`src/rtl/core/rcg_isqrt.sv`:
```
// floor square root of a 32-bit value, one result bit a cycle
module rcg_isqrt (
	input  logic        clk,
	input  logic        arst_n,
	input  logic        start,
	input  logic [31:0] value,
	output logic        done,
	output logic [15:0] root
);

	logic [31:0] rem_q;
	logic [31:0] res_q;
	logic [3:0]  k_q;
	logic        run_q;
	logic        done_q;
	logic [31:0] bit_w;
	logic [31:0] trial;

	assign bit_w = 32'd1 << {k_q, 1'b0};
	assign trial = res_q + bit_w;

	always_ff @(posedge clk or negedge arst_n) begin
		if (!arst_n) begin
			run_q  <= 1'b0;
			done_q <= 1'b0;
			k_q    <= '0;
		end else begin
			done_q <= 1'b0;
			if (start) begin
				run_q <= 1'b1;
				k_q   <= 4'd15;
			end else if (run_q) begin
				k_q <= k_q - 4'd1;
				if (k_q == 4'd0) begin
					run_q  <= 1'b0;
					done_q <= 1'b1;
				end
			end
		end
	end

	always_ff @(posedge clk) begin
		if (start) begin
			rem_q <= value;
			res_q <= '0;
		end else if (run_q) begin
			if (rem_q >= trial) begin
				rem_q <= rem_q - trial;
				res_q <= (res_q >> 1) + bit_w;
			end else begin
				res_q <= res_q >> 1;
			end
		end
	end

	assign done = done_q;
	assign root = res_q[15:0];

endmodule

```
`config.mk`:
```
export PLATFORM = sky130hd
export DESIGN_NAME = rcg_isqrt
export DESIGN_NICKNAME = d
export VERILOG_FILES = /design/src/rtl/core/rcg_isqrt.sv
export SDC_FILE = /design/constraint.sdc
export NUM_CORES = 1
export LEC_CHECK = 0
export BUFFER_PORTS_ARGS = -buffer_cell sky130_fd_sc_hd__clkbuf_2
export CAP_MARGIN = 20
export CORE_MARGIN = 1
export CORE_UTILIZATION = 50
export DETAILED_ROUTE_END_ITERATION = 8
export PLACE_DENSITY = 0.71
export SLEW_MARGIN = 20
export SYNTH_ARGS = -nofsm -noshare
export SYNTH_HDL_FRONTEND = slang
export SYNTH_SLANG_ARGS = --single-unit
```
`constraint.sdc`:
```
create_clock -name clk -period 10.75 [get_ports clk]
set_input_delay 0 -clock clk [delete_from_list [all_inputs] [get_ports clk]]
set_output_delay 0 -clock clk [all_outputs]
set_load 0.01 [all_outputs]
```
* Word-level counts from Yosys, hierarchy flattened
Cells that the tools add are included.
Storage, ports and cells: flip-flop bits (word level) 70, bits in latches 0, memory bits (writable) 0, memory bits (read-only) 0, input bits 35, logic and storage cells 27, memories 0
Cells by class: add/subtract/negate cells 4, $mul 0, divide/modulo/power cells 0, magnitude comparators 1, equality and inequality tests 0, shift operators 1, multiplexer cells 12, bitwise logic cells 0, reduce and logical (&&, ||, !) cells 4
Operators by type and width (count):
- 32-bit two-way mux | 4
- 31-bit by 32-bit adder with 32-bit output | 1
- 32-bit adder | 1
- 32-bit >= comparator | 1
- 1-bit by 5-bit << shifter with 32-bit output, first input constant | 1
- 32-bit subtractor | 1
- 4-bit two-way mux | 2
- 1-bit two-way mux | 6
- 4-bit logical NOT | 1
- 2-bit nonzero test | 2
- 4-bit by 1-bit subtractor with 4-bit output, second input constant | 1
- 2-bit AND reduction | 1

* Logic depth before layout (Yosys ltp)
Gate-level depths: netlist of run 1.
depth after elaboration 6, depth in mapped cells 24, mapped depth without buffers 22

* Worst setup path after synthesis of run 1
OpenSTA, ideal clock, no wires.
kind register to register, start reg k_q[3], end reg rem_q[0] (enable), data arrival time 5014 ps, required time 10420 ps, setup slack 5406 ps, cell stages (with the launch flop) 23, period minus slack after synthesis 5344 ps, cell sequence dfrtp_1 > buf_1 > nor2_1 > nand2_1 > inv_1 > ha_1 > and2_1 > maj3_1 > a31o_2 > a21oi_1 > o21ai_0 > a31oi_1 > xor2_1 > ha_1 > a21oi_1 > o211a_1 > o41ai_1 > a221o_1 > a21o_1 > or2_1 > buf_6 > and2_4 > or2_2
On the way: cells in the longest elaborated chain, start to end 5
RTL lines:
- from (decl) | line 13 | logic [3:0] k_q;
- from (signal assigned) | line 33 | k_q <= k_q - 4'd1;
- 1-bit by 5-bit << shifter with 32-bit output | line 19 | assign bit_w = 32'd1 << {k_q, 1'b0};
- 32-bit adder | line 20 | assign trial = res_q + bit_w;
- 32-bit >= comparator | line 47 | if (rem_q >= trial) begin
- 2-bit nonzero test (no source line)
- 2-bit AND reduction (no source line)
- to (signal assigned) | line 44 | rem_q <= value;
- to (signal assigned) | line 48 | rem_q <= rem_q - trial;
- to (decl) | line 11 | logic [31:0] rem_q;
No other way between the ends. A chain may end at the register's enable or synchronous reset.

* Worst setup path in the final report of run 1
start reg k_q[2], end reg rem_q[9] (enable)
Same word-level chain as after synthesis.

==> results of run 1 <==
==> layer usage <==
metal,part of all wire (%),global-route usage [%]
met5,0,0
met4,2.1,8.10
met3,5.1,4.45
met2,46,44.6
met1,46,35.2
==> cell type report <==
type | instances | area share, %
timing repair buffer | 83 | 7.21
inverter | 28 | 1.32
sequential | 70 | 22.1
multi-input combinational | 733 | 63.0
clock buffer | 10 | 2.88
clock inverter | 6 | 0.661
tap | 180 | 2.83
==> layout by cell type, fill, tap and decap left out, types with 21 or more instances in the layout <==
| cell | instances |
|---|---|
| edfxtp_1 | 32 |
| ha_1 | 67 |
| inv_1 | 28 |
| nand2_1 | 99 |
| dfxtp_1 | 32 |
| clkbuf_2 | 50 |
| o21ai_0 | 73 |
| xor2_1 | 42 |
| a31oi_1 | 21 |
| nor2_1 | 76 |
| a21oi_1 | 53 |
| xnor2_1 | 38 |
| dlygate4sd3_1 | 30 |
==> where the power goes <==
group / switching, mW / leakage (nW) / total [mW] / internal, mW
Clock: 0.117 / 0.141 / 0.294 / 0.177
Sequential: 0.0770 / 0.653 / 0.481 / 0.404
Combinational: 0.706 / 2.33 / 1.18 / 0.477
Total: 0.900 / 3.13 / 1.96 / 1.06
==> worst paths after layout <==
kind / start / end / cells after the start
worst max register to register: k_q[2] / rem_q[9] / 20
worst max-delay path: k_q[2] / rem_q[9] / 20
worst min register to register: res_q[0] / res_q[0] / 2
max in group asynchronous: arst_n / run_q / 2
min in group asynchronous: arst_n / k_q[1] / 2
worst min-delay path: value[30] / rem_q[30] / 3
==> sequential cells by signal, indices dropped and copies added, names as in the netlist <==
signal,count
rem_q,32
res_q,32
k_q,4
done,1
run_q,1
==> metrics by stage <==
stage | utilization, % | setup slack (ns) | cells | power, mW | cell area (µm²)
floorplan | - | 5.41 | 893 | 1.41 | 7180
CTS | 57.0 | 3.86 | 1110 | 1.95 | 7950
global route | 57.0 | 3.33 | 1110 | 2.12 | 7950
detailed placement | 52.9 | 3.88 | 1064 | 1.63 | 7370
finish | 57.0 | 3.84 | 1110 | 1.96 | 7950
global placement | 52.9 | 4.04 | 1064 | 1.63 | 7370
==> cells by family (layout without fill, tap and decap cells) <==
group	count (synthesis)	count (layout)	share of synthesized area [%]
AOI/OAI and AO/OA	281	281	26.4
buffers and inverters	90	127	5.87
DFF	70	70	24.4
adders and majority gates	72	72	12.5
xor gates and xnor gates	80	80	9.75
muxes	9	9	1.31
and+or+nand+nor	291	291	19.8
==> worst register-to-register path: cells and delay by family (launching register included) <==
kind	cells	cell delay, ns
buffers and inverters	1	0.09
XOR/XNOR	1	0.10
flip-flops	1	0.66
AO/OA/AOI/OAI	8	2.59
AND/OR/NAND/NOR	7	2.12
adder cells (fa/ha/maj)	3	0.97
==> results.md, run 1 <==
* Status: completed
* CP Max Fanout at 32
* Cell Pwr Density at 246 nW/µm²
* Drt drc at 0
* Total negative slack at 0 ns
* First-pass GRT wire length at 31,300 µm
* Cell with the most instances after synthesis: nand2_1
* Num ports at 52
* Cts repair resizes at 0
* Register area at 1750 µm²
* Setup repair after global routing missed its margin: false
* Nets at 1,028
* Worst path bufs/invs at 1
* Worst vdd ir at 0.160 mV
* CP required at 10.72 ns
* Post-DP HPWL at 13,600 µm
* Post-CTS Setup Bufs at 0
* Footprint of the multi-input gates at 5010 µm²
* Unique masters post-synth at 80
* ANT nets after route at 0
* Ys Warns at 0
* Number of global-route vias before repair at 6,344
* Fillers at 1,278
* Post-Syn Nets at 996
* Critical Setup Path Class: flip-flop to flip-flop
* Final Cycle Share at 64.3%
* Synth Flop Type: edfxtp_1
* Final Max Tran Viols at 0
* Initial antenna violation count at 0
* Crit path largest cell delay at 0.67 ns
* Chip Height at 122 µm
* Cell taking the most area after synthesis: edfxtp_1
* Fin. Hold Viols at 0
* Cell count after synthesis at 893
* H-tree depth at 3
* Core Rows at 43
* TritonCTS clock tree: done
* Worst-Margin Slew at 0.915 ns
* Top cells by area, synth: edfxtp_1 (13%), ha_1 (12%), dfxtp_1 (8.9%), nand2_1 (5.2%), xor2_1 (5.1%)
* Clk pin slew, worst setup/hold paths at 0.06 ns
* Synth-to-layout area growth at 10.6%
* Max-cap check violation count at 0
* Hold WS at 0.0197 ns
* Avg Vias per Cell at 6.09
* DIE WIDTH at 122 µm
* Arrival time at the worst endpoint at 6.88 ns
* Flop-to-flop setup slack at 3.84 ns
* Synthesized area at 7180 µm²
* CTS Sinks at 70
* Final min period at 6.91 ns
* Syn avg cell area at 8.04 µm²
* Grt ovf at 0
* Number of synthesized flops with an enable pin at 32
* Largest net degree at the start of global routing at 75
* Detailed Route WL at 19,000 µm
* Share of layout cells above drive strength 1 at 9.89%
* Number of hold buffers added after CTS at 30
* Family with the most delay on the worst path: compound AO/OA/AOI/OAI gates
* Core Area at 13,900 µm²
* Startpoint types: flip-flop
* WL/cell at 17.1 µm
* Synth Register Bits at 70
* Input/output buffers at 51
* Clk Latency, worst-skew pair at 0.35 ns
* Worst-case clock buffer depth at 2
* Area share of the largest cell type after synthesis at 13.4%
* Die area at 14,800 µm²
* Asr flop ratio synth at 8.57%
* Gp weighted congestion at 0.981
* Post-synth top cells: nand2_1 (99), nor2_1 (76), o21ai_0 (73)
* Crit-path cells: nor2_1, nand2_1, inv_1, ha_1, and2_1, maj3_1, a31o_2, a21oi_1, o21ai_0, a31oi_1, xor2_1, ha_1, nand2_1, o211a_1, o41ai_1, a221o_1, a21o_1, or2_1, and2_4, or2_2
* Vias at 6,765
* Slew headroom at 38.9%
* Initial DRC count at 602
* Slowest CP cell: or2_2
* Root Buffer: clkbuf_16
* Sequential share of the synthesized area at 24.4%
* Worst hold path class: input port to flip-flop
* Final setup fails at 0
* Final Skew at 0.00979 ns
* Total global-route track usage at 26.7%
* Crit. End Element: flip-flop
* Initial Util at 51.5%
* Fmax at 145 MHz
* P_leak at 3.13 nW
* Total CTS buffers at 9
* Inserted Diodes at 0
* Detailed Routing Iterations Pass 1 at 5
Note: power is estimated with default switching activity, not from simulation.
==> run 2, diff against run 1 <==
--- a/config.mk
+++ b/config.mk
@@ -10,7 +10,7 @@
 export CORE_MARGIN = 1
 export CORE_UTILIZATION = 50
 export DETAILED_ROUTE_END_ITERATION = 8
-export PLACE_DENSITY = 0.71
+export PLACE_DENSITY = 0.74
 export SLEW_MARGIN = 20
 export SYNTH_ARGS = -nofsm -noshare
 export SYNTH_HDL_FRONTEND = slang
==> constraint.sdc (replaced) <==
create_clock -name clk -period 5.8 [get_ports clk]
set_input_delay 0 -clock clk [delete_from_list [all_inputs] [get_ports clk]]
set_output_delay 0 -clock clk [all_outputs]
set_load 0.01 [all_outputs]
==> run 2 against run 1 <==
Sequential cell count unchanged. Die area stayed put. Setup slack got worse by 3.6 ns. Clock skew increased by 0.00061 ns. Non-clock buffer count rose by 12. Fmax grew 25%. Via count rose by 1.3%. Global-route usage is 0.60 points lower. Critical endpoint is now rem_q[2]. Critical path depth rose by 2. Register-to-register slack worse by 3.6 ns. Clock power increased by 76%. Combinational power is 95% higher.
==> results.md, run 2 (synthesized netlist as in run 1, its figures left out) <==
* Initial antenna violation count at 0 (unchanged)
* Die area at 14,800 µm² (unchanged)
* Worst R2R Start: k_q[0]
* Total negative slack at 0 ns (unchanged)
* Fin. Hold Viols at 0 (unchanged)
* Grt ovf at 0 (unchanged)
* Worst-Margin Slew at 0.684 ns (-0.231 ns)
* First-pass GRT wire length at 30,800 µm (-1.6%)
* ANT nets after route at 0 (unchanged)
* Final Cycle Share at 95.2% (+31 points)
* Sw power at 1.72 mW (+91%)
* Flop-to-flop setup slack at 0.28 ns (-3.56 ns)
* CTS Sinks at 70 (unchanged)
* Fmax at 181 MHz (+25%)
* Arrival time at the worst endpoint at 5.57 ns (-1.31 ns)
* CP Max Fanout at 32 (unchanged)
* TritonCTS clock tree: done
* Num ports at 52 (unchanged)
* Worst-case clock buffer depth at 2 (unchanged)
* Critical Setup Path Class: flip-flop to flip-flop
* Largest net degree at the start of global routing at 75 (unchanged)
* Hold WS at 0.00692 ns (-0.0127 ns)
* Post-DP HPWL at 13,900 µm (+2.1%)
* Finished Cell Area at 8070 µm² (+1.5%)
* R2R Path End: rem_q[2]
* Clk Latency, worst-skew pair at 0.36 ns (about the same)
* Worst path bufs/invs at 3 (+2)
* Detailed Routing Iterations Pass 1 at 5 (unchanged)
* Root Buffer: clkbuf_16
* Chip Height at 122 µm (unchanged)
* Crit path largest cell delay at 0.43 ns (-0.24 ns)
* Input/output buffers at 51 (unchanged)
* Total CTS buffers at 9 (unchanged)
* Core Area at 13,900 µm² (unchanged)
* Vias at 6,854 (+1.3%)
* Status: completed
* Most common library cell in the layout ignoring fill and taps: nand2_1
* Clk pin slew, worst setup/hold paths at 0.06 ns (about the same)
* Nets at 1,040 (+1.2%)
* Final Util at 57.9% (+0.87 points)
* Final Skew at 0.0104 ns (+0.000610 ns)
* Clock group share of total power at 14.0% (-1.0 points)
* P_leak at 3.19 nW (+1.9%)
* Startpoint types: flip-flop
* Worst Reg-to-Reg Cells at 22 (+10%)
* WL/cell at 16.9 µm (-1.2%)
* Detailed Route WL at 19,000 µm (-0.11%)
* Initial DRC count at 503 (-16%)
* Final Max Tran Viols at 0 (unchanged)
* Core Rows at 43 (unchanged)
* Slew headroom at 54.4% (+15 points)
* Worst hold path class: input port to async pin
* Largest regs: rem_q: 32 flops, res_q: 32 flops, k_q: 4 flops
* Gp weighted congestion at 0.961 (-2.0%)
* Inserted Diodes at 0 (unchanged)
* Post-DP Area at 7460 µm² (+1.2%)
* Total global-route track usage at 26.1% (-0.60 points)
* Most frequent cells in the layout: nand2_1 (99), nor2_1 (75), o21ai_0 (73), ha_1 (66), a21oi_1 (53)
* Flop pwr share at 23.8% (-0.8 points)
* Initial Util at 51.5% (unchanged)
* DIE WIDTH at 122 µm (unchanged)
* Cell Pwr Density at 458 nW/µm² (+86%)
* Internal Power at 1.98 mW (+87%)
* Final min period at 5.52 ns (-1.39 ns)
* Avg Vias per Cell at 6.11 (+0.23%)
* Final setup fails at 0 (unchanged)
* Comb pwr share at 62.2% (+1.8 points)
* Synth-to-layout area growth at 12.3%
* Max-cap check violation count at 0 (unchanged)
* Drt drc at 0 (unchanged)
* Switching Share at 46.5% (+0.50 points)
* Slowest CP cell: dfrtp_1
* Crit. End Element: flip-flop
* H-tree depth at 3 (unchanged)
* Number of global-route vias before repair at 6,372 (+0.44%)
* Worst vdd ir at 0.254 mV (+59%)
* Family with the most delay on the worst path: compound AO/OA/AOI/OAI gates
* Crit-path cells: inv_1, ha_1, nand2_1, inv_1, ha_1, and2_1, maj3_1, a31o_2, a21oi_1, buf_4, o21ai_0, a31oi_1, xor2_1, ha_2, a21oi_1, o211a_1, o41ai_2, a221o_1, a21o_1, or2_1, and2_4, or2_4
* CP required at 5.85 ns (-4.87 ns)
* Pwr Total at 3.70 mW (+89%)
* Share of layout cells above drive strength 1 at 11.8% (+1.9 points)
==> run 2: worst max path at each step <==
stage / start / cells past startpoint / endpoint
2_1_floorplan: k_q[3] / 22 / rem_q[0]
6_report: k_q[0] / 22 / rem_q[2]
4_1_cts: k_q[0] / 22 / rem_q[10]
3_3_place_gp: k_q[0] / 22 / rem_q[11]
5_1_grt: k_q[0] / 24 / res_q[9]
3_5_place_dp: k_q[0] / 22 / rem_q[11]
==> run 2: layout make-up <==
class / count / area, µm²
Timing Repair Buffer: 95 / 671
Fill cell: 1295 / 5870
Tap cell: 180 / 225
Clock buffer: 11 / 243
Sequential cell: 70 / 1750
Inverter: 28 / 105
Multi-Input combinational cell: 733 / 5050
Clock inverter: 5 / 25.0
==> run 2: per-stage QoR <==
stage	cells	setup slack, ns
2_1_floorplan	893	0.456
3_3_place_gp	1076	0.294
3_5_place_dp	1076	0.120
4_1_cts	1122	0.0828
5_1_grt	1122	-0.00190
6_report	1122	0.278
==> run 2: power by group through the flow <==
| stage | clock [mW] | sequential (mW) | combinational, mW |
|---|---|---|---|
| after floorplan | 0 | 0.824 | 1.79 |
| after global placement | 0 | 0.881 | 2.18 |
| after detailed placement | 0 | 0.884 | 2.22 |
| after CTS | 0.524 | 0.877 | 2.25 |
| after global routing | 0.541 | 0.892 | 2.54 |
| final | 0.518 | 0.879 | 2.30 |
==> run 2: repair_timing <==
action / CTS / global route
endpoints found under the hold margin: 35 / 0
buffers inserted: 0 / 0
endpoints found under the setup margin: 0 / 34
hold buffers: 30 / 0
resized for setup: 0 / 10
==> run 2: worst register-to-register path, cell delays in order, from the launching register on <==
cell and delay, ns:
dfrtp_1 0.43, inv_1 0.11, ha_1 0.25, nand2_1 0.13
inv_1 0.09, ha_1 0.19, and2_1 0.16, maj3_1 0.39
a31o_2 0.31, a21oi_1 0.15, buf_4 0.16, o21ai_0 0.12
a31oi_1 0.26, xor2_1 0.18, ha_2 0.33, a21oi_1 0.27
o211a_1 0.21, o41ai_2 0.08, a221o_1 0.32, a21o_1 0.22
or2_1 0.27, and2_4 0.19, or2_4 0.39
==> run 2: routing by layer <==
metal  track usage (%)  vias up  part of all wire (%)
met4              10.6        0                   2.7
met3              5.06       43                   5.0
met2              43.3      212                    47
met5                 0        -                     0
met1              33.1     3216                    45
li1                  -     3383                     -
