$ cat src/rtl/core/rcg_mul.sv
// shift-and-add multiplier, one multiplier bit a cycle
module rcg_mul #(
	parameter int W = 41
) (
	input  logic           clk,
	input  logic           arst_n,
	input  logic           start,
	input  logic [W-1:0]   a,
	input  logic [W-1:0]   b,
	output logic           done,
	output logic [2*W-1:0] p
);

	localparam int CW = $clog2(W + 1);

	logic [2*W-1:0] acc_q;
	logic [2*W-1:0] ash_q;
	logic [W-1:0]   bsh_q;
	logic [CW-1:0]  cnt_q;
	logic           run_q;
	logic           done_q;

	always_ff @(posedge clk or negedge arst_n) begin
		if (!arst_n) begin
			run_q  <= 1'b0;
			done_q <= 1'b0;
			cnt_q  <= '0;
		end else begin
			done_q <= 1'b0;
			if (start) begin
				run_q <= 1'b1;
				cnt_q <= CW'(W);
			end else if (run_q) begin
				cnt_q <= cnt_q - CW'(1);
				if (cnt_q == CW'(1)) begin
					run_q  <= 1'b0;
					done_q <= 1'b1;
				end
			end
		end
	end

	always_ff @(posedge clk) begin
		if (start) begin
			acc_q <= '0;
			ash_q <= (2*W)'(a);
			bsh_q <= b;
		end else if (run_q) begin
			if (bsh_q[0]) begin
				acc_q <= acc_q + ash_q;
			end
			ash_q <= ash_q << 1;
			bsh_q <= bsh_q >> 1;
		end
	end

	assign done = done_q;
	assign p    = acc_q;

endmodule

$ cat config.mk
export PLATFORM = sky130hd
export DESIGN_NAME = rcg_mul
export DESIGN_NICKNAME = d
export VERILOG_FILES = /design/src/rtl/core/rcg_mul.sv
export SDC_FILE = /design/constraint.sdc
export NUM_CORES = 1
export LEC_CHECK = 0
export ABC_CLOCK_PERIOD_IN_PS = 3500
export BUFFER_PORTS_ARGS = -buffer_cell sky130_fd_sc_hd__buf_4
export CELL_PAD_IN_SITES_DETAIL_PLACEMENT = 0
export CELL_PAD_IN_SITES_GLOBAL_PLACEMENT = 1
export CORE_ASPECT_RATIO = 0.5
export CORE_MARGIN = 1.5
export CORE_UTILIZATION = 41
export DETAILED_ROUTE_END_ITERATION = 8
export MAX_ROUTING_LAYER = met4
export PLACE_DENSITY = 0.84
export SLEW_MARGIN = 20
export SYNTH_ARGS = -nofsm -noshare
export SYNTH_HDL_FRONTEND = slang
export SYNTH_SLANG_ARGS = --single-unit
$ cat constraint.sdc
create_clock -name clk -period 3.5 [get_ports clk]
set_input_delay 0.175 -clock clk [delete_from_list [all_inputs] [get_ports clk]]
set_output_delay 0.175 -clock clk [all_outputs]
set_load 0.02 [all_outputs]
# After elaboration in Yosys (flattened, before gate mapping)
# Index checks and enable logic that the tools add are counted.
dict set report classes {
  n_addsub 2
  n_eq_ne 1
  mux 12
  n_reduce_logical 2
}
# cell count
set op_table {}
lappend op_table {{41-bit 2-to-1 mux} 4}
lappend op_table {{82-bit adder} 1}
lappend op_table {{6-bit 2-to-1 mux} 2}
lappend op_table {{6-bit by 1-bit equality test with 1-bit output (second input constant)} 1}
lappend op_table {{1-bit 2-to-1 mux} 6}
lappend op_table {{6-bit by 1-bit subtractor with 6-bit output (second input constant)} 1}
lappend op_table {{2-bit AND reduction} 1}
lappend op_table {{2-bit nonzero test} 1}
dict set report totals {
  reg_bits 213
  in_bits 85
  out_inout_bits 83
}

# Depth between registers and ports, before layout
# Gate-level depths: netlist of run 1.
dict set report logic_depth {
  word_depth 4
  depth_mapped 14
  mapped_depth_nobuf 14
}

# Least setup slack after synthesis of run 1
# OpenSTA, ideal clock, no wires.
dict set report synth_timing {
  path_kind {reg2reg}
  startpoint {register run_q}
  endpoint {register ash_q[0] (enable)}
  setup_ps 436
  t_arrival_ps 2877
  required_time_ps 3064
  slack_ps 188
  stages_incl_launch_ff 5
  n_path_buf 2
  path_cell_list {dfrtp_1 > buf_1 > buf_1 > nor2_1 > inv_1}
}
dict set report synth_via {
  elab_chain_cells 1
}
# element line_no
set synth_rtl {}
lappend synth_rtl {{start, declared} 20} ;# logic run_q;
lappend synth_rtl {{start signal, assigned} 25} ;# run_q <= 1'b0;
lappend synth_rtl {{start signal, assigned} 31} ;# run_q <= 1'b1;
lappend synth_rtl {{start signal, assigned} 36} ;# run_q <= 1'b0;
lappend synth_rtl {{2-bit nonzero test (no line)} n/a}
lappend synth_rtl {{end signal, assigned} 46} ;# ash_q <= (2*W)'(a);
lappend synth_rtl {{end signal, assigned} 52} ;# ash_q <= ash_q << 1;
lappend synth_rtl {{end, declared} 17} ;# logic [2*W-1:0] ash_q;
# Every way passes these cells.
# A chain may end at the register's enable or synchronous reset.

# Worst setup path in the final report of run 1
dict set report layout_timing {
  startpoint {register ash_q[0]}
  endpoint {register acc_q[66], in the netlist p[66]}
}
dict set report layout_via {
  elab_chain_cells 1
}
# element line_no
set layout_rtl {}
lappend layout_rtl {{82-bit adder} 50} ;# acc_q <= acc_q + ash_q;
lappend layout_rtl {{end signal, assigned} 50}
lappend layout_rtl {{end, declared} 16} ;# logic [2*W-1:0] acc_q;
# Every way passes these cells.

==> qor.csv, run 1 <==
metric,value,unit
r2r-end,p[66]$_SDFFE_PP0P_,
clk_pin_slew_worst_paths,0.07,ns
fin_crit,3.30,ns
cts_tree,built,
hold_depth,2,
crit_fanout,5,
syn_nets,1594,
htree_num_levels,1,
vdd_drop_max,0.375,mV
vias,11300,
power_frac_seq,38.4,%
wl_met1,16.8,mm
maxSlewViolCount,0,
arrival,3.68,ns
wire_per_inst,17.7,µm
critical-path-top-delay-family,compound AO/OA/AOI/OAI gates,
synthCells,1425,
antenna_found_initial,0,
yosysSeqAreaShare,39.6,%
hold_path.class,input port to flip-flop,
worst_slack,0.204,ns
internal-power,5210,µW
period_share,94.2,%
cp_data_required_time,3.89,ns
highest_layer,met4,
route.antenna.remaining_nets,0,
synth_seq_cells,213,
coreArea,30700,µm²
num-nets-final,1823,
place_inst,1965,
ios,168,
grt_pass1_wl,59.2,mm
wl_met2,17.7,mm
ys_async_sr_fraction,3.76,%
wirelength,37.1,mm
pwr-share-comb,30.9,%
leakagePower,0.00722,µW
min_from,start,
grtUsageTotal,23.1,%
tns,0,ns
cap_violations,0,
hold-path-endpoint,cnt_q[4]$_DFFE_PN0P_,
dieArea,32700,µm²
utilization,53.0,%
gp_congestion,0.932,
synth_area,12900,µm²
setup.worst_path.start_class,flip-flop,
status,"complete, no violations",
syn_to_final_growth,25.6,%
crit_slowest_cell,fa_1,
grt_max_degree,160,
cts.sinks,213,
cp_cell_sequence,"ha_2, inv_1, fa_1, and2b_2, o2111ai_4, a211o_1, and3_4, o31ai_4, buf_6, a21oi_4, o21a_1, o31a_1, o21ai_1, o311ai_1",
post-place-ws,0.0573,ns
vias_per_cell,5.41,
drive_above_1_share,20.7,%
dieHeight,129,µm
worstMarginPinSlew,0.824,ns
rrSetupSlack,0.20,ns
grt_overflow,0,
p_sw_share,33.3,%
power_density,480,nW/µm²
numCtsBuffers,22,
path_buf_inv,2,
hold_violations,0,
final_cells,2093,
setup_viol,0,
yosys-top-cells-area,"dfxtp_1 19%, edfxtp_1 19%, ha_1 8.0%",
drc,0,
met3WireLength,1.66,mm
clock_skew,0.0145,ns
max_stage_delay,0.37,ns
port_buffers,167,
r2r_start,ash_q[0]$_SDFFCE_PN0P_,
synth.avg_cell_area,9.09,µm²
slew_headroom,45.0,%
grt_pass1_vias,11400,
synth_top_cell_by_area,dfxtp_1,
num_rows,45,
start_util,42.2,%
first_pass_iters,5,
endpoint_kind,flip-flop,
switching_power,2600,µW
synth_top_area_share,19.0,%
num_antenna_cells,0,
dp_hpwl,26.0,mm
ys_warn_count,0,
yosysUniqueCellTypes,72,
clock_power_share,30.8,%
cp.depth,14,
fmax,0.303,GHz
synth_flop_cell,dfxtp_1,
crit_type,flip-flop to flip-flop,
fp.dieW,254,µm
root_buffer,clkbuf_16,
worstRegToRegCells,14,
clk_path_buf_depth,3,
drt_iter0_markers,657,
insertion_delay,0.52,ns
synth_edf_count,82,
-- sequential cells by signal, indices dropped and copies added (netlist names) --
name,flops
ash_q,82
bsh_q,41
cnt_q,6
done,1
p,82
run_q,1
-- layer usage --
metal / global-route usage, % / up-vias
met5: - / -
met4: 6.48 / 0
met3: 4.17 / 67
met2: 38.4 / 228
met1: 28.8 / 5409
li1: - / 5621
-- cell type report --
| class | count | area (µm²) |
|---|---|---|
| clock inverter | 11 | 96.3 |
| multi-input combinational | 1115 | 7450 |
| fill | 2792 | 14400 |
| timing repair buffer | 280 | 2350 |
| inverter | 22 | 83.8 |
| clock buffer | 29 | 628 |
| tap | 423 | 529 |
| sequential | 213 | 5130 |
-- per-stage QoR --
step / hold WS (ns) / total power [µW] / cell area, µm²
floorplan: -0.121 / 4590 / 12900
global placement: 0.000789 / 5290 / 14600
detailed placement: 0.00666 / 5310 / 14600
CTS: 0.0273 / 7800 / 16200
global route: 0.0584 / 8230 / 16300
finish: 0.0403 / 7810 / 16300
-- cells in the final DEF (no fill, tap or decap), drive strengths merged, types with 13 or more instances in the layout --
| cell type | instances |
|---|---|
| a211oi | 14 |
| a21o | 50 |
| a21oi | 166 |
| and3 | 13 |
| buf | 195 |
| clkbuf | 29 |
| dfxtp | 123 |
| dlygate4sd3 | 85 |
| edfxtp | 82 |
| ha | 83 |
| inv | 21 |
| mux2 | 80 |
| mux2i | 42 |
| nand2 | 208 |
| nand3 | 29 |
| nand4 | 28 |
| nor2 | 119 |
| nor3 | 22 |
| o21ai | 65 |
| o21bai | 17 |
| xnor2 | 41 |
| xor2 | 28 |
-- power by group through the flow --
stage	sequential (µW)	combinational (µW)	clock, µW
final	3000	2410	2400
after CTS	3000	2360	2450
after detailed placement	3050	2260	0
after global placement	3040	2250	0
after global routing	3020	2640	2560
after floorplan	3140	1450	0
-- logic make-up after synthesis --
group	after synthesis	synth area share (%)
AOI/OAI and AO/OA	379	18.4
xor gates and xnor gates	69	4.67
adders and majority gates	84	8.17
buffers and inverters	97	3.30
DFF	213	39.6
muxes	122	10.2
and+or+nand+nor	461	15.7
-- Yosys cell counts (8+ instances only) --
cell type,instances
a211oi_1,13
a21o_1,49
a21oi_1,163
and3_1,11
clkbuf_1,52
dfrtp_1,8
dfxtp_1,123
edfxtp_1,82
ha_1,83
inv_1,22
mux2_2,79
mux2i_1,42
nand2_1,208
nand3_1,29
nand4_1,28
nor2_1,118
nor3_1,22
o211ai_1,8
o21a_1,12
o21ai_0,59
o21bai_1,17
or3_1,8
xnor2_1,41
xor2_1,28
-- worst max path at each step --
stage | startpoint | end | slack (ns)
3_5_place_dp | ash_q[10]$_DFFE_PP_ | p[71]$_SDFFE_PP0P_ | 0.06
6_report | ash_q[0]$_SDFFCE_PN0P_ | p[66]$_SDFFE_PP0P_ | 0.20
5_1_grt | ash_q[0]$_SDFFCE_PN0P_ | p[62]$_SDFFE_PP0P_ | -0.002
2_1_floorplan | run_q$_DFF_PN0_ | ash_q[0]$_SDFFCE_PN0P_ | 0.19
4_1_cts | ash_q[1]$_DFFE_PP_ | p[75]$_SDFFE_PP0P_ | 0.05
3_3_place_gp | p[0]$_SDFFE_PP0P_ | p[62]$_SDFFE_PP0P_ | 0.12
-- what timing repair did --
action,4_1_cts,5_1_grt
hold buffers,85,0
setup buffers,0,3
endpoints found under the setup margin,0,26
resized for setup,0,14
endpoints found under the hold margin,90,0
(Power assumes the default switching activity.)
==> run 2: changes to the inputs <==
--- a/config.mk
+++ b/config.mk
@@ -11,10 +11,12 @@
 export CELL_PAD_IN_SITES_GLOBAL_PLACEMENT = 1
 export CORE_ASPECT_RATIO = 0.5
 export CORE_MARGIN = 1.5
-export CORE_UTILIZATION = 41
+export CORE_UTILIZATION = 42
+export CTS_BUF_LIST = sky130_fd_sc_hd__clkbuf_8
+export CTS_CLUSTER_SIZE = 25
 export DETAILED_ROUTE_END_ITERATION = 8
 export MAX_ROUTING_LAYER = met4
-export PLACE_DENSITY = 0.84
+export PLACE_DENSITY = 0.85
 export SLEW_MARGIN = 20
 export SYNTH_ARGS = -nofsm -noshare
 export SYNTH_HDL_FRONTEND = slang
==> constraint.sdc (replaced) <==
create_clock -name clk -period 3.5 [get_ports clk]
set_input_delay 0.35 -clock clk [delete_from_list [all_inputs] [get_ports clk]]
set_output_delay 0.35 -clock clk [all_outputs]
set_load 0.02 [all_outputs]
==> run 2 against run 1 <==
Compared with the run above: clock power barely moved; non-clock buffer count is 83 lower; critical path type unchanged; core utilization shrank 2.1 points; critical path depth rose by 1; count of clock-buffer cells in the layout is 13 higher; sequential share of layout area is 1.7 points higher; clock skew increased by 0.016 ns; setup slack worse by 0.043 ns; largest cell class unchanged; power fell by 1.4%; final cell count fell by 4.0%; first-iteration DRC count is 5.9% higher.
==> qor.csv, run 2 (synthesis results as in run 1) <==
metric,value,unit,change
dp_hpwl,25.7,mm,-1.1%
drc,0,,unchanged
fp.dieW,251,µm,-1.2%
crit_type,flip-flop to flip-flop,,
cts.sinks,213,,unchanged
vias_per_cell,5.52,,+2.0%
fillers,2814,,+0.79%
coreArea,30300,µm²,-1.1%
gp_congestion,0.924,,-0.87%
highest_layer,met4,,
fin_crit,3.34,ns,+0.0428 ns
critical-path-top-delay-family,compound AO/OA/AOI/OAI gates,,
path_buf_inv,2,,unchanged
slew_headroom,38.2,%,-6.8 points
wl_met2,16.6,mm,-6.0%
grt_overflow,0,,unchanged
worstMarginPinSlew,0.927,ns,+0.103 ns
wire_per_inst,17.6,µm,-0.83%
r2r_start,ash_q[0]$_SDFFCE_PN0P_,,
maxSlewViolCount,0,,unchanged
hold_violations,0,,unchanged
root_buffer,clkbuf_8,,
wl_met1,16.4,mm,-2.1%
cap_violations,0,,unchanged
fmax,0.300,GHz,-1.3%
clk_path_buf_depth,3,,unchanged
arrival,3.84,ns,+0.16 ns
first_pass_iters,5,,unchanged
switching_power,2590,µW,-0.33%
clock_power_share,31.2,%,+0.4 points
rsz0062_at_grt,false,,
pwr-share-comb,30.0,%,-0.9 points
antenna_found_initial,0,,unchanged
r2r-end,p[62]$_SDFFE_PP0P_,,
cts_tree,built,,
worstRegToRegCells,15,,+1
fin_area,15400,µm²,-5.1%
route.antenna.remaining_nets,0,,unchanged
setup_viol,0,,unchanged
clk_pin_slew_worst_paths,0.08,ns,about the same
layout_commonest_cell,nand2_1,,
power_density,499,nW/µm²,+3.9%
cp_cell_sequence,"ha_2, inv_1, fa_1, and2b_2, o2111ai_4, a211o_1, and3_4, o31ai_4, buf_6, a21oi_4, o21a_1, o31a_1, xnor2_1, nand2_1, a21oi_2",,
cp.depth,15,,+1
cp_data_required_time,4.00,ns,+0.11 ns
p_sw_share,33.7,%,+0.35 points
endpoint_kind,flip-flop,,
hold_path.class,input port to flip-flop,,
ios,168,,unchanged
met3WireLength,1.40,mm,-16%
port_buffers,167,,unchanged
cp-endpoint,p[62]$_SDFFE_PP0P_,,
setup.worst_path.start_class,flip-flop,,
multi_input_area,7460,µm²,+0.12%
drt_iter0_markers,696,,+5.9%
num-nets-final,1753,,-3.8%
vias,11100,,-2.1%
dieHeight,127,µm,-1.2%
grtUsageTotal,22.5,%,-0.58 points
period_share,95.4,%,+1.2 points
clock_skew,0.0306,ns,+0.0161 ns
htree_num_levels,2,,+1
crit_fanout,5,,unchanged
grt_pass1_wl,56.8,mm,-4.0%
status,"complete, no violations",,
wirelength,35.3,mm,-4.8%
drive_above_1_share,22.5,%,+1.8 points
grt_max_degree,90,,-44%
dpl_cell_area,14600,µm²,-0.10%
finalPower,7710,µW,-1.4%
insertion_delay,0.56,ns,+0.04 ns
regArea,5130,µm²,unchanged
power_frac_seq,38.7,%,+0.3 points
rrSetupSlack,0.16,ns,-0.04 ns
syn_to_final_growth,19.2,%,
tns,0,ns,unchanged
vdd_drop_max,0.220,mV,-41%
num_antenna_cells,0,,unchanged
leakagePower,0.00695,µW,-3.7%
grt_pass1_vias,11000,,-3.4%
internal-power,5110,µW,-1.9%
mostFrequentLayoutCells,"207 x nand2_1, 192 x buf_4, 162 x a21oi_1",,
max_stage_delay,0.37,ns,about the same
dieArea,32000,µm²,-2.3%
crit_slowest_cell,fa_1,,
start_util,42.7,%,+0.47 points
num_rows,45,,unchanged
numCtsBuffers,35,,+59%
setup.worst_path.start,ash_q[0]$_SDFFCE_PN0P_,,
run 2: changes by cell type in the layout (fill, tap and decap cells not counted), sizes merged, moves of 2 or more:
cell / delta
inv: +12
dlygate4sd3: -84
clkinv: -3
bufinv: +2
clkbuf: +13
run 2: metal layers:
layer	up-vias	global-route usage [%]
li1	5483	-
met1	5340	28.5
met2	199	36.8
met3	61	3.85
met4	0	7.23
met5	-	-
run 2: repair_timing:
item	in CTS	in global routing
resized for setup	0	14
setup buffers	0	2
endpoints found under the setup margin	0	16
hold endpoints to repair	8	0
hold buffers	1	0
run 2: final cells by class:
type,count,area share [%]
Tap cell,399,3.23
Clock inverter,21,1.11
Clock buffer,42,3.75
Multi-Input combinational cell,1115,48.3
Inverter,22,0.543
Sequential cell,213,33.2
Timing Repair Buffer,197,9.81
run 2: power groups by stage:
stage	Sequential [µW]	Combinational [µW]	Clock, µW
CTS	2990	2280	2480
detailed placement	3040	2260	0
global placement	3030	2240	0
finish	2990	2310	2410
global route	3020	2530	2590
floorplan	3140	1450	0
run 2: through the flow:
| stage | hold slack, ns | instances | setup WS, ns | utilization (%) |
|---|---|---|---|---|
| 3_3_place_gp | 0.174 | 1943 | 0.117 | 48.1 |
| 3_5_place_dp | 0.183 | 1943 | 0.0537 | 48.1 |
| 4_1_cts | 0.0618 | 2007 | 0.0659 | 50.6 |
| 2_1_floorplan | 0.0544 | 1425 | 0.188 | - |
| 6_report | 0.0941 | 2009 | 0.161 | 50.9 |
| 5_1_grt | 0.0749 | 2009 | 0.000633 | 50.9 |
run 2: worst min path at each step:
stage / from / to / slack, ns / cells past startpoint
2_1_floorplan: arst_n / cnt_q[0]$_DFFE_PN0P_ / 0.05 / 0
3_3_place_gp: arst_n / done$_DFF_PN0_ / 0.17 / 1
3_5_place_dp: arst_n / done$_DFF_PN0_ / 0.18 / 1
4_1_cts: a[33] / ash_q[33]$_DFFE_PP_ / 0.06 / 2
5_1_grt: a[27] / ash_q[27]$_DFFE_PP_ / 0.07 / 2
6_report: a[33] / ash_q[33]$_DFFE_PP_ / 0.09 / 2
run 2: worst register-to-register path, cell delays in order, from the launching register on:
cell and delay [ns]:
edfxtp_1 0.35, ha_2 0.20, inv_1 0.06, fa_1 0.37, and2b_2 0.27, o2111ai_4 0.14
a211o_1 0.29, and3_4 0.21, o31ai_4 0.22, buf_6 0.15, a21oi_4 0.09, o21a_1 0.24
o31a_1 0.33, xnor2_1 0.14, nand2_1 0.08, a21oi_2 0.17
